==> src/rtl/sfdc_pkg.sv <==
// ----------------------------------------------------------------------------
// sfdc_pkg
// Shared constants and types for the serial frame deframer with checksum.
// ----------------------------------------------------------------------------
`default_nettype none

package sfdc_pkg;

    localparam int MAX_PAYLOAD = 256;

    localparam int BYTE_W  = 8;
    localparam int POS_W   = 9;
    localparam int LEN_W   = 16;
    localparam int CNT_W   = $clog2(MAX_PAYLOAD + 10);
    localparam int TDATA_W = ((BYTE_W + POS_W + 7) / 8) * 8;
    localparam int TUSER_W = 2;

    localparam logic [BYTE_W-1:0] SYNC_FIRST  = 8'h55;
    localparam logic [BYTE_W-1:0] SYNC_SECOND = 8'hAA;

    localparam logic [CNT_W-1:0] POS_HUNT      = CNT_W'(0);
    localparam logic [CNT_W-1:0] POS_SYNC_SEEN = CNT_W'(1);
    localparam logic [CNT_W-1:0] POS_BODY      = CNT_W'(2);
    localparam logic [CNT_W-1:0] POS_LEN_HI    = CNT_W'(6);
    localparam logic [CNT_W-1:0] POS_LEN_LO    = CNT_W'(7);

    // header, version, sequence, command, length and checksum bytes
    localparam logic [LEN_W:0] FRAME_OVERHEAD = (LEN_W + 1)'(9);
    localparam logic [LEN_W-1:0] LEN_LIMIT    = LEN_W'(MAX_PAYLOAD);

    typedef struct packed {
        logic              last_of_frame;
        logic              checksum_good;
        logic              length_error;
        logic [POS_W-1:0]  byte_position;
        logic [BYTE_W-1:0] frame_byte;
    } result_t;

    typedef struct packed {
        logic              valid;
        logic [BYTE_W-1:0] data;
    } byte_beat_t;

endpackage

`default_nettype wire

==> src/rtl/sfdc_in_reg.sv <==
// ----------------------------------------------------------------------------
// sfdc_in_reg
// Input register stage: holds one received byte until the core takes it.
// ----------------------------------------------------------------------------
`default_nettype none

module sfdc_in_reg (
    input  wire logic                      aclk,
    input  wire logic                      aresetn,
    input  wire logic                      s_axis_tvalid,
    output logic                           s_axis_tready,
    input  wire logic [sfdc_pkg::BYTE_W-1:0] s_axis_tdata,   // rx_byte
    output sfdc_pkg::byte_beat_t           beat,
    input  wire logic                      beat_ready
);
    import sfdc_pkg::*;

    logic              valid_reg;
    logic              valid_next;
    logic [BYTE_W-1:0] data_reg;
    logic [BYTE_W-1:0] data_next;

    assign s_axis_tready = !valid_reg || beat_ready;

    always_comb begin
        valid_next = valid_reg;
        data_next  = data_reg;
        if (s_axis_tready) begin
            valid_next = s_axis_tvalid;
            data_next  = s_axis_tdata;
        end
    end

    always_ff @(posedge aclk) begin
        if (!aresetn) begin
            valid_reg <= 1'b0;
        end else begin
            valid_reg <= valid_next;
        end
        data_reg <= data_next;
    end

    assign beat.valid = valid_reg;
    assign beat.data  = data_reg;

endmodule

`default_nettype wire

==> src/rtl/sfdc_core.sv <==
// ----------------------------------------------------------------------------
// sfdc_core
// Frame state, length and checksum checks, and the result register.
// ----------------------------------------------------------------------------
`default_nettype none

module sfdc_core (
    input  wire logic                 aclk,
    input  wire logic                 aresetn,
    input  wire sfdc_pkg::byte_beat_t beat,
    output logic                      beat_ready,
    output logic                      res_valid,
    input  wire logic                 res_ready,
    output sfdc_pkg::result_t         res
);
    import sfdc_pkg::*;

    logic [CNT_W-1:0]  fill_count_reg;
    logic [CNT_W-1:0]  fill_count_next;
    logic [CNT_W-1:0]  frame_total_reg;
    logic [CNT_W-1:0]  frame_total_next;
    logic [BYTE_W-1:0] length_high_byte_reg;
    logic [BYTE_W-1:0] length_high_byte_next;
    logic [BYTE_W-1:0] running_sum_reg;
    logic [BYTE_W-1:0] running_sum_next;
    logic              out_valid_reg;
    logic              out_valid_next;
    result_t           out_reg;
    result_t           out_next;

    logic              take;
    logic [BYTE_W-1:0] b;
    logic [LEN_W-1:0]  length;
    logic [CNT_W-1:0]  total_eff;
    logic              hunt;

    assign beat_ready = !out_valid_reg || res_ready;
    assign take       = beat.valid && beat_ready;
    assign b          = beat.data;
    assign length     = {length_high_byte_reg, b};

    always_comb begin
        fill_count_next       = fill_count_reg;
        frame_total_next      = frame_total_reg;
        length_high_byte_next = length_high_byte_reg;
        running_sum_next      = running_sum_reg;
        out_valid_next        = out_valid_reg && !res_ready;
        out_next              = out_reg;
        total_eff             = frame_total_reg;
        hunt                  = 1'b0;

        if (take) begin
            if (fill_count_reg == POS_HUNT) begin
                if (b == SYNC_FIRST) begin
                    fill_count_next  = POS_SYNC_SEEN;
                    running_sum_next = SYNC_FIRST;
                end
            end else if (fill_count_reg == POS_SYNC_SEEN) begin
                if (b == SYNC_SECOND) begin
                    fill_count_next  = POS_BODY;
                    running_sum_next = SYNC_FIRST + SYNC_SECOND;
                end else if (b == SYNC_FIRST) begin
                    running_sum_next = SYNC_FIRST;
                end else begin
                    hunt = 1'b1;
                end
            end else begin
                out_valid_next             = 1'b1;
                out_next.frame_byte        = b;
                out_next.byte_position     = POS_W'(fill_count_reg);
                out_next.last_of_frame     = 1'b0;
                out_next.checksum_good     = 1'b0;
                out_next.length_error      = 1'b0;

                if (fill_count_reg == POS_LEN_HI) begin
                    length_high_byte_next = b;
                end

                if (fill_count_reg == POS_LEN_LO && length > LEN_LIMIT) begin
                    out_next.last_of_frame = 1'b1;
                    out_next.length_error  = 1'b1;
                    hunt                   = 1'b1;
                end else begin
                    if (fill_count_reg == POS_LEN_LO) begin
                        total_eff = CNT_W'({1'b0, length} + FRAME_OVERHEAD);
                    end
                    if (total_eff != '0 && fill_count_reg == total_eff - CNT_W'(1)) begin
                        out_next.last_of_frame = 1'b1;
                        out_next.checksum_good = (running_sum_reg == b);
                        hunt                   = 1'b1;
                    end else begin
                        running_sum_next = running_sum_reg + b;
                        fill_count_next  = fill_count_reg + CNT_W'(1);
                        frame_total_next = total_eff;
                    end
                end
            end

            if (hunt) begin
                fill_count_next       = POS_HUNT;
                frame_total_next      = '0;
                length_high_byte_next = '0;
                running_sum_next      = '0;
            end
        end
    end

    always_ff @(posedge aclk) begin
        if (!aresetn) begin
            fill_count_reg       <= POS_HUNT;
            frame_total_reg      <= '0;
            length_high_byte_reg <= '0;
            running_sum_reg      <= '0;
            out_valid_reg        <= 1'b0;
        end else begin
            fill_count_reg       <= fill_count_next;
            frame_total_reg      <= frame_total_next;
            length_high_byte_reg <= length_high_byte_next;
            running_sum_reg      <= running_sum_next;
            out_valid_reg        <= out_valid_next;
        end
        out_reg <= out_next;
    end

    assign res_valid = out_valid_reg;
    assign res       = out_reg;

endmodule

`default_nettype wire

==> src/rtl/serial_frame_deframer_checksum_unit.sv <==
// ----------------------------------------------------------------------------
// serial_frame_deframer_checksum_unit
// Hunts the 0x55 0xAA header in a received byte stream and passes on every
// later frame byte with its position, length error and checksum flags.
// ----------------------------------------------------------------------------
// channel  direction  payload
// s_axis   in         tdata = rx_byte
// m_axis   out        tdata = frame_byte, byte_position; tlast = last_of_frame;
//                     tuser = checksum_good, length_error
//
// one byte per cycle sustained while m_axis takes every result; a byte that
// yields a result passes through the input register, then the result register,
// before it appears on m_axis
// header bytes give no result transfer
// reset is synchronous, active low, and returns the block to header hunting
// a stall on m_axis holds the result register and backs up through the input
// register only when both are full
// ----------------------------------------------------------------------------
`default_nettype none

module serial_frame_deframer_checksum_unit (
    input  wire logic                          aclk,
    input  wire logic                          aresetn,
    input  wire logic                          s_axis_tvalid,
    output logic                               s_axis_tready,
    input  wire logic [sfdc_pkg::BYTE_W-1:0]   s_axis_tdata,   // [7:0] rx_byte
    output logic                               m_axis_tvalid,
    input  wire logic                          m_axis_tready,
    output logic [sfdc_pkg::TDATA_W-1:0]       m_axis_tdata,   // frame_byte, byte_position
    output logic                               m_axis_tlast,   // last_of_frame
    output logic [sfdc_pkg::TUSER_W-1:0]       m_axis_tuser    // checksum_good, length_error
);
    import sfdc_pkg::*;

    byte_beat_t beat;
    logic       beat_ready;
    result_t    res;

    sfdc_in_reg u_in_reg (
        .aclk          (aclk),
        .aresetn       (aresetn),
        .s_axis_tvalid (s_axis_tvalid),
        .s_axis_tready (s_axis_tready),
        .s_axis_tdata  (s_axis_tdata),
        .beat          (beat),
        .beat_ready    (beat_ready)
    );

    sfdc_core u_core (
        .aclk       (aclk),
        .aresetn    (aresetn),
        .beat       (beat),
        .beat_ready (beat_ready),
        .res_valid  (m_axis_tvalid),
        .res_ready  (m_axis_tready),
        .res        (res)
    );

    assign m_axis_tdata = TDATA_W'({res.byte_position, res.frame_byte});
    assign m_axis_tlast = res.last_of_frame;
    assign m_axis_tuser = {res.length_error, res.checksum_good};

endmodule

`default_nettype wire

==> config.mk <==
export PLATFORM = sky130hd
export DESIGN_NAME = serial_frame_deframer_checksum_unit
export DESIGN_NICKNAME = d
export VERILOG_FILES = /design/src/rtl/sfdc_pkg.sv /design/src/rtl/sfdc_in_reg.sv /design/src/rtl/sfdc_core.sv /design/src/rtl/serial_frame_deframer_checksum_unit.sv
export SDC_FILE = /design/constraint.sdc
export NUM_CORES = 1
export LEC_CHECK = 0
export BUFFER_PORTS_ARGS = -buffer_cell sky130_fd_sc_hd__buf_2
export CORE_MARGIN = 1
export CORE_UTILIZATION = 58
export DETAILED_ROUTE_END_ITERATION = 8
export PLACE_DENSITY = 0.91
export SYNTH_ARGS = -nofsm -noshare
export SYNTH_HDL_FRONTEND = slang
export SYNTH_HIERARCHICAL = 1
export SYNTH_SLANG_ARGS = --single-unit
export TNS_END_PERCENT = 1
==> constraint.sdc <==
create_clock -name aclk -period 4.75 [get_ports aclk]
set_input_delay 1.425 -clock aclk [delete_from_list [all_inputs] [get_ports aclk]]
set_output_delay 1.425 -clock aclk [all_outputs]
set_load 0.05 [all_outputs]
==> results of run 1 <==
[cell usage after synthesis (3+ instances only)]
master / number / area share (%)
inv_1: 11 / 1.1
nand2b_1: 8 / 1.3
or4_1: 6 / 1.2
a21oi_1: 34 / 4.4
nor2b_1: 7 / 1.1
buf_4: 10 / 1.9
a2bb2oi_1: 3 / 0.67
nand2_1: 31 / 3.0
o221a_1: 3 / 0.86
a21o_1: 6 / 1.2
dfxtp_1: 36 / 18
xor2_1: 8 / 1.8
o22ai_1: 3 / 0.48
buf_2: 5 / 0.64
nand3_1: 15 / 1.9
a22o_1: 8 / 1.8
o41ai_1: 5 / 1.1
nor3_1: 11 / 1.4
or3_1: 3 / 0.48
xnor2_1: 12 / 2.7
nand4_1: 8 / 1.3
a31oi_1: 8 / 1.3
nor4_1: 8 / 1.3
o21ai_0: 12 / 1.5
and3_1: 4 / 0.64
nor2_1: 24 / 2.3
o31ai_1: 4 / 0.77
nor4_4: 3 / 1.6
and2_1: 3 / 0.48
and4_1: 3 / 0.67
o21ai_1: 4 / 0.51
ha_1: 16 / 5.1
buf_6: 3 / 0.86
clkbuf_1: 11 / 1.1
mux2i_1: 4 / 1.0
edfxtp_1: 28 / 22
[power breakdown]
part           internal [mW]  switching [mW]
clock network          0.224           0.224
registers              0.576          0.0142
logic                 0.0190          0.0445
total                  0.819           0.283
[metal layers]
metal  up-vias  routed length [µm]  part of all wire [%]
met2       256                4632                    47
met3        39                 987                    10
met4         0                 378                   3.8
met5         -                   0                     0
met1      1628                3841                    39
li1       1579                   -                     -
[area by class of cell]
cell class / instances / area, µm² / area share [%]
clock buffers: 11 / 152.6 / 3.612
clock inverters: 5 / 40.04 / 0.9473
inverters: 11 / 41.29 / 0.9769
multi-input cells: 313 / 2155 / 50.98
flip-flops and latches: 64 / 1562 / 36.95
well taps: 77 / 96.34 / 2.279
repair buffers: 35 / 180.2 / 4.263
[worst max-delay path by stage]
stage                                             endpoint  slack (ns)                                   from  cells past startpoint
2_1_floorplan       u_core/running_sum_reg[2]$_SDFFE_PN0P_        1.08  u_core/fill_count_reg[0]$_SDFFE_PN0P_                     16
3_3_place_gp         u_core/fill_count_reg[6]$_SDFFE_PN0P_        0.73  u_core/fill_count_reg[3]$_SDFFE_PN0P_                     14
3_5_place_dp   u_core/length_high_byte_reg[1]$_SDFFE_PN0P_        0.52  u_core/fill_count_reg[3]$_SDFFE_PN0P_                     14
4_1_cts        u_core/length_high_byte_reg[2]$_SDFFE_PN0P_        0.48  u_core/fill_count_reg[0]$_SDFFE_PN0P_                     15
5_1_grt        u_core/length_high_byte_reg[2]$_SDFFE_PN0P_        0.11  u_core/fill_count_reg[3]$_SDFFE_PN0P_                     14
6_report       u_core/length_high_byte_reg[2]$_SDFFE_PN0P_        0.32  u_core/fill_count_reg[0]$_SDFFE_PN0P_                     15
[cells by family (layout without fill, tap and decap cells)]
group | Yosys count | after routing | share of synthesized area [%]
DFF | 64 | 64 | 39.94
muxes | 5 | 5 | 1.312
and+or+nand+nor | 153 | 153 | 23.26
xor gates and xnor gates | 20 | 20 | 4.480
adders and majority gates | 17 | 17 | 5.632
AOI/OAI and AO/OA | 111 | 111 | 19.74
other | 1 | 7 | 0.09591
buffers and inverters | 40 | 62 | 5.536
[worst register-to-register path, stage by stage, from the launching register on]
cell	delay (ns)
dfxtp_1	0.50
ha_1	0.41
and4bb_2	0.34
nand2_2	0.16
a21oi_1	0.35
ha_1	0.32
nand2b_1	0.14
o21ai_1	0.26
nor4_1	0.11
a221oi_2	0.30
nand3_2	0.14
o221ai_4	0.23
buf_4	0.21
o21ai_0	0.08
a21oi_1	0.57
a22o_1	0.26
==> out/qor.yml, run 1 <==
status:
  outcome: "finished with violations"
  violations: "DRC"
setup_path:
  crit_type: "reg2reg"
  crit_arrival_ns: 4.73
  cp.required_ns: 5.05
  crit_family: "compound AO/OA/AOI/OAI gates"
  crit_path_start_kind: "flip-flop"
  crit_buf_inv: 1
  r2r_start: "u_core/fill_count_reg[0]$_SDFFE_PN0P_"
  critPathCaptureType: "flip-flop"
  crit_slowest_cell: "a21oi_1"
  cpPeakStageDelay_ns: 0.57
  rr_worst_depth: 15
  path_cells: "ha_1, and4bb_2, nand2_2, a21oi_1, ha_1, nand2b_1, o21ai_1, nor4_1, a221oi_2, nand3_2, o221ai_4, buf_4, o21ai_0, a21oi_1, a22o_1"
  regToRegSetupSlack_ns: 0.32
  r2r_end: "u_core/length_high_byte_reg[2]$_SDFFE_PN0P_"
  critPathMaxFanout: 10
job:
  maxCapViolations: 0
power_and_ir_drop:
  irDropWorstVdd_mv: 0.1772
  power_density_mw_per_mm2: 260.6
  power_mw: 1.101
  leakage_nw: 1.577
timing:
  setup_viol: 0
  clock_skew_ns: 0.01088
  rsz0062_at_grt: "no"
  fin_crit_ns: 4.431
  hold_slack_ns: 0.4894
  fmax_mhz: 225.7
  final_max_slew_viol_count: 0
  max_slew_margin_pct: 33.16
  worstMarginPinSlew_ns: 1.001
  setup_tns_ns: 0
  fin_ws_ns: 0.3192
  hold_violations: 0
  min_period_over_period_pct: 93.28
layout:
  layout.cells.non_filler: 516
  finish.instance_area_mm2: 0.004227
  largest_register_ffs: 20
  n_fill_cell: 465
  drive_above_1_share_pct: 16.40
  mostFrequentLayoutCells: "dfxtp_1, a21oi_1, buf_2, nand2_1, edfxtp_1"
  final_common_cell: "dfxtp_1"
  syn_to_final_growth_pct: 8.096
  nets: 463
  insertedDiodeCount: 0
  utilization_pct: 65.81
global_route:
  met1_usage_pct: 37.43
  grt_max_degree: 22
  antenna_found_initial: 0
  grt.overflow.total: 0
  gr-usage-met2_pct: 46.35
  grt_pass1_vias: 3181
  grt_usage_pct: 28.54
  met3_usage_pct: 3.858
  busiest_layer: "met2"
  grt_pass1_wl_um: 15730
cts:
  cts_sinks: 64
  post-cts-setup-buffers: 0
  cts_hold_buffers: 0
  cts_htree_levels: 3
  clock_latency_ns: 0.35
  cts_tree: "done"
  cts_buffer_depth: 2
  cts_buffers: 9
  clock-root-buffer: "clkbuf_8"
  clk_pin_slew_ns: 0.08
  cts_resized: 0
logic_synthesis:
  ys_types: 73
  synth_top_flop_cell: "dfxtp_1"
  synth_area_mm2: 0.003910
  ys_async_sr_fraction_pct: 0
  yosysWarnings: 6
  avgSynthCellArea_um2: 9.513
  ys_ff_latch: 64
  ys_seq_area_share_pct: 39.94
  synth_edf_count: 28
  postSynthCellCount: 411
routing:
  detail_route.iter0.violations: 586
  avgRoutedWirePerCell_um: 19.07
  dr_total_vias: 3502
  first_pass_iters: 8
  drc: 2
  wirelength_um: 9839
  via_per_inst: 6.787
  ant_nets: 0
hold_path:
  hold-path-endpoint: "u_core/length_high_byte_reg[7]$_SDFFE_PN0P_"
  worstHoldStart: "u_core/length_high_byte_reg[7]$_SDFFE_PN0P_"
  worstHoldPathType: "reg2reg"
  min_path_cells: 1
placed_design:
  port_buffers: 33
  dp_hpwl_um: 6829
  pre_cts_ws_ns: 0.5181
  place_inst: 500
  place_area_mm2: 0.004034
  place.gp.congestion: 0.9567
floorplan:
  ios: 41
  rows: 29
  core-area_mm2: 0.006422
  die_w_um: 84.11
  die_area_mm2: 0.007074
  die_y_um: 84.11
  start_util_pct: 60.88
(Power assumes the default switching activity.)
==> run 2: changes to the inputs <==
--- a/config.mk
+++ b/config.mk
@@ -7,9 +7,9 @@
 export LEC_CHECK = 0
 export BUFFER_PORTS_ARGS = -buffer_cell sky130_fd_sc_hd__buf_2
 export CORE_MARGIN = 1
-export CORE_UTILIZATION = 58
+export CORE_UTILIZATION = 54
 export DETAILED_ROUTE_END_ITERATION = 8
-export PLACE_DENSITY = 0.91
+export PLACE_DENSITY = 0.86
 export SYNTH_ARGS = -nofsm -noshare
 export SYNTH_HDL_FRONTEND = slang
 export SYNTH_HIERARCHICAL = 1
==> run 2 against run 1 <==
Compared with the run above:
- the flow now finishes without violations
- cell count rose by 4.1%
- power fell by 0.35%
- via count fell by 1.8%
- sequential share of layout area fell by 0.26 points
- die area rose by 7.2%
- core utilization fell by 4.2 points
- clock skew rose by 0.0073 ns
- final area rose by 0.71%
- routed wire length fell by 0.43%
- sequential power barely moved
- flip-flop and latch count did not move
- count of clock-buffer cells in the layout did not move
- largest cell class unchanged
==> out/qor.yml, run 2 (synthesis results as in run 1) <==
floorplan:
  die_area_mm2: 0.007585  # +7.2%
  start_util_pct: 56.61  # -4.3 points
  die_y_um: 87.09  # +3.5%
  ios: 41  # unchanged
  die_w_um: 87.09  # +3.5%
  rows: 30  # +3.4%
  core-area_mm2: 0.006907  # +7.5%
timing:
  clock_skew_ns: 0.01816  # +0.007283 ns
  fin_ws_ns: 0.3354  # +0.01614 ns
  hold_slack_ns: 0.4745  # -0.01487 ns
  fmax_mhz: 226.5  # +0.37%
  setup_viol: 0  # unchanged
  final_max_slew_viol_count: 0  # unchanged
  rsz0062_at_grt: "no"
  max_slew_margin_pct: 31.34  # -1.8 points
  min_period_over_period_pct: 92.94  # -0.34 points
  hold_violations: 0  # unchanged
  setup_tns_ns: 0  # unchanged
  fin_crit_ns: 4.415  # -0.01614 ns
  worstMarginPinSlew_ns: 1.029  # +0.02730 ns
cts:
  cts_tree: "done"
  clock_latency_ns: 0.35  # about the same
  cts_buffer_depth: 2  # unchanged
  cts_htree_levels: 3  # unchanged
  cts_resized: 0  # unchanged
  cts_buffers: 9  # unchanged
  cts_sinks: 64  # unchanged
  post-cts-setup-buffers: 0  # unchanged
  clk_pin_slew_ns: 0.07  # about the same
  clock-root-buffer: "clkbuf_8"
  cts_hold_buffers: 0  # unchanged
routing:
  maxUsedRoutingLayer: "met4"
  detail_route.iter0.violations: 381  # -35%
  wirelength_um: 9797  # -0.43%
  first_pass_iters: 5  # -3
  met1Wirelength_um: 4178  # +8.8%
  avgRoutedWirePerCell_um: 18.24  # -4.3%
  dr_total_vias: 3438  # -1.8%
  dr_wl_met2_um: 4585  # -1.0%
  route.met3.wl_um: 660  # -33%
  ant_nets: 0  # unchanged
  drc: 0  # -2
  via_per_inst: 6.402  # -5.7%
layout:
  nets: 465  # +0.43%
  multi_input_area_mm2: 0.002155  # unchanged
  final_common_cell: "dfxtp_1"
  drive_above_1_share_pct: 16.78  # +0.38 points
  regArea_mm2: 0.001562  # unchanged
  mostFrequentLayoutCells: "dfxtp_1, a21oi_1, buf_2, nand2_1, edfxtp_1"
  finish.instance_area_mm2: 0.004257  # +0.71%
  n_fill_cell: 613  # +32%
  largest_register_ffs: 20  # unchanged
  syn_to_final_growth_pct: 8.864
  insertedDiodeCount: 0  # unchanged
setup_path:
  crit_family: "compound AO/OA/AOI/OAI gates"
  critPathCaptureType: "flip-flop"
  crit_type: "reg2reg"
  crit_path_start_kind: "flip-flop"
  crit_buf_inv: 0  # -1
  critPathMaxFanout: 10  # unchanged
  crit_arrival_ns: 4.70  # -0.03 ns
  path_cells: "ha_1, and4bb_2, nand2_2, a21oi_1, ha_1, nand2b_1, o21ai_1, nor4_1, a221oi_2, nand3_2, o221ai_4, o21ai_0, a21oi_1, a22o_1"
  crit_slowest_cell: "a21oi_1"
  cpPeakStageDelay_ns: 0.69  # +0.12 ns
  cp.required_ns: 5.03  # -0.02 ns
global_route:
  antenna_found_initial: 0  # unchanged
  grt_max_degree: 22  # unchanged
  grt_pass1_vias: 3112  # -2.2%
  grt.overflow.total: 0  # unchanged
  grt_usage_pct: 26.99  # -1.5 points
  grt_pass1_wl_um: 15640  # -0.57%
placed_design:
  place_area_mm2: 0.004073  # +0.96%
  pre_cts_ws_ns: 0.4959  # -0.02217 ns
  place.gp.congestion: 0.9345  # -2.3%
  port_buffers: 33  # unchanged
  dp_hpwl_um: 6911  # +1.2%
status:
  outcome: "finished clean"
power_and_ir_drop:
  power_density_mw_per_mm2: 257.9  # -1.1%
  irDropWorstVdd_mv: 0.1396  # -21%
  leakage_nw: 1.584  # +0.46%
job:
  maxCapViolations: 0  # unchanged
hold_path:
  worstHoldPathType: "reg2reg"
-- run 2: cell types whose count changed in the layout (fill, tap and decap cells not counted), sizes merged --
cell,delta
buf,+2
clkinvlp,+1
clkinv,-1
-- run 2: final timing paths --
kind	startpoint	to	slack, ns	depth (start not counted)
worst max register to register	u_core/fill_count_reg[0]$_SDFFE_PN0P_	u_core/length_high_byte_reg[4]$_SDFFE_PN0P_	0.34	14
worst max-delay path	u_core/fill_count_reg[0]$_SDFFE_PN0P_	u_core/length_high_byte_reg[4]$_SDFFE_PN0P_	0.34	14
worst min register to register	u_core/frame_total_reg[0]$_SDFFE_PN0P_	u_core/frame_total_reg[0]$_SDFFE_PN0P_	0.47	2
worst min-delay path	u_core/frame_total_reg[0]$_SDFFE_PN0P_	u_core/frame_total_reg[0]$_SDFFE_PN0P_	0.47	2
-- run 2: layout make-up --
cell class	count	share of cell area (%)
Clock inverter	5	0.7349
Tap cell	96	2.822
Timing Repair Buffer	37	4.586
Clock buffer	11	3.586
Multi-Input combinational cell	313	50.62
Sequential cell	64	36.68
Inverter	11	0.9700
-- run 2: worst min-delay path, delay by kind of cell, from the launching register on --
kind	cells	cell delay, ns
compound gates	1	0.05
flops	1	0.32
simple gates	1	0.06
-- run 2: layer usage --
| layer | up-vias | global-route usage (%) |
|---|---|---|
| met5 | - | 0 |
| met4 | 0 | 15.05 |
| met3 | 37 | 6.825 |
| met2 | 169 | 41.09 |
| met1 | 1653 | 35.10 |
| li1 | 1579 | - |
-- run 2: through the flow --
stage | power (mW) | util (%) | instances
2_1_floorplan | 0.6500 | - | 417
3_3_place_gp | 0.6613 | 58.97 | 521
3_5_place_dp | 0.6639 | 58.97 | 521
6_report | 1.098 | 61.63 | 537
4_1_cts | 1.098 | 61.63 | 537
5_1_grt | 1.132 | 61.63 | 537
-- run 2: report_power, final --
group	leakage (nW)	switching [mW]	total [mW]	internal [mW]
logic	0.956	0.0450	0.0645	0.0195
registers	0.534	0.0133	0.589	0.576
clock network	0.0942	0.224	0.444	0.219
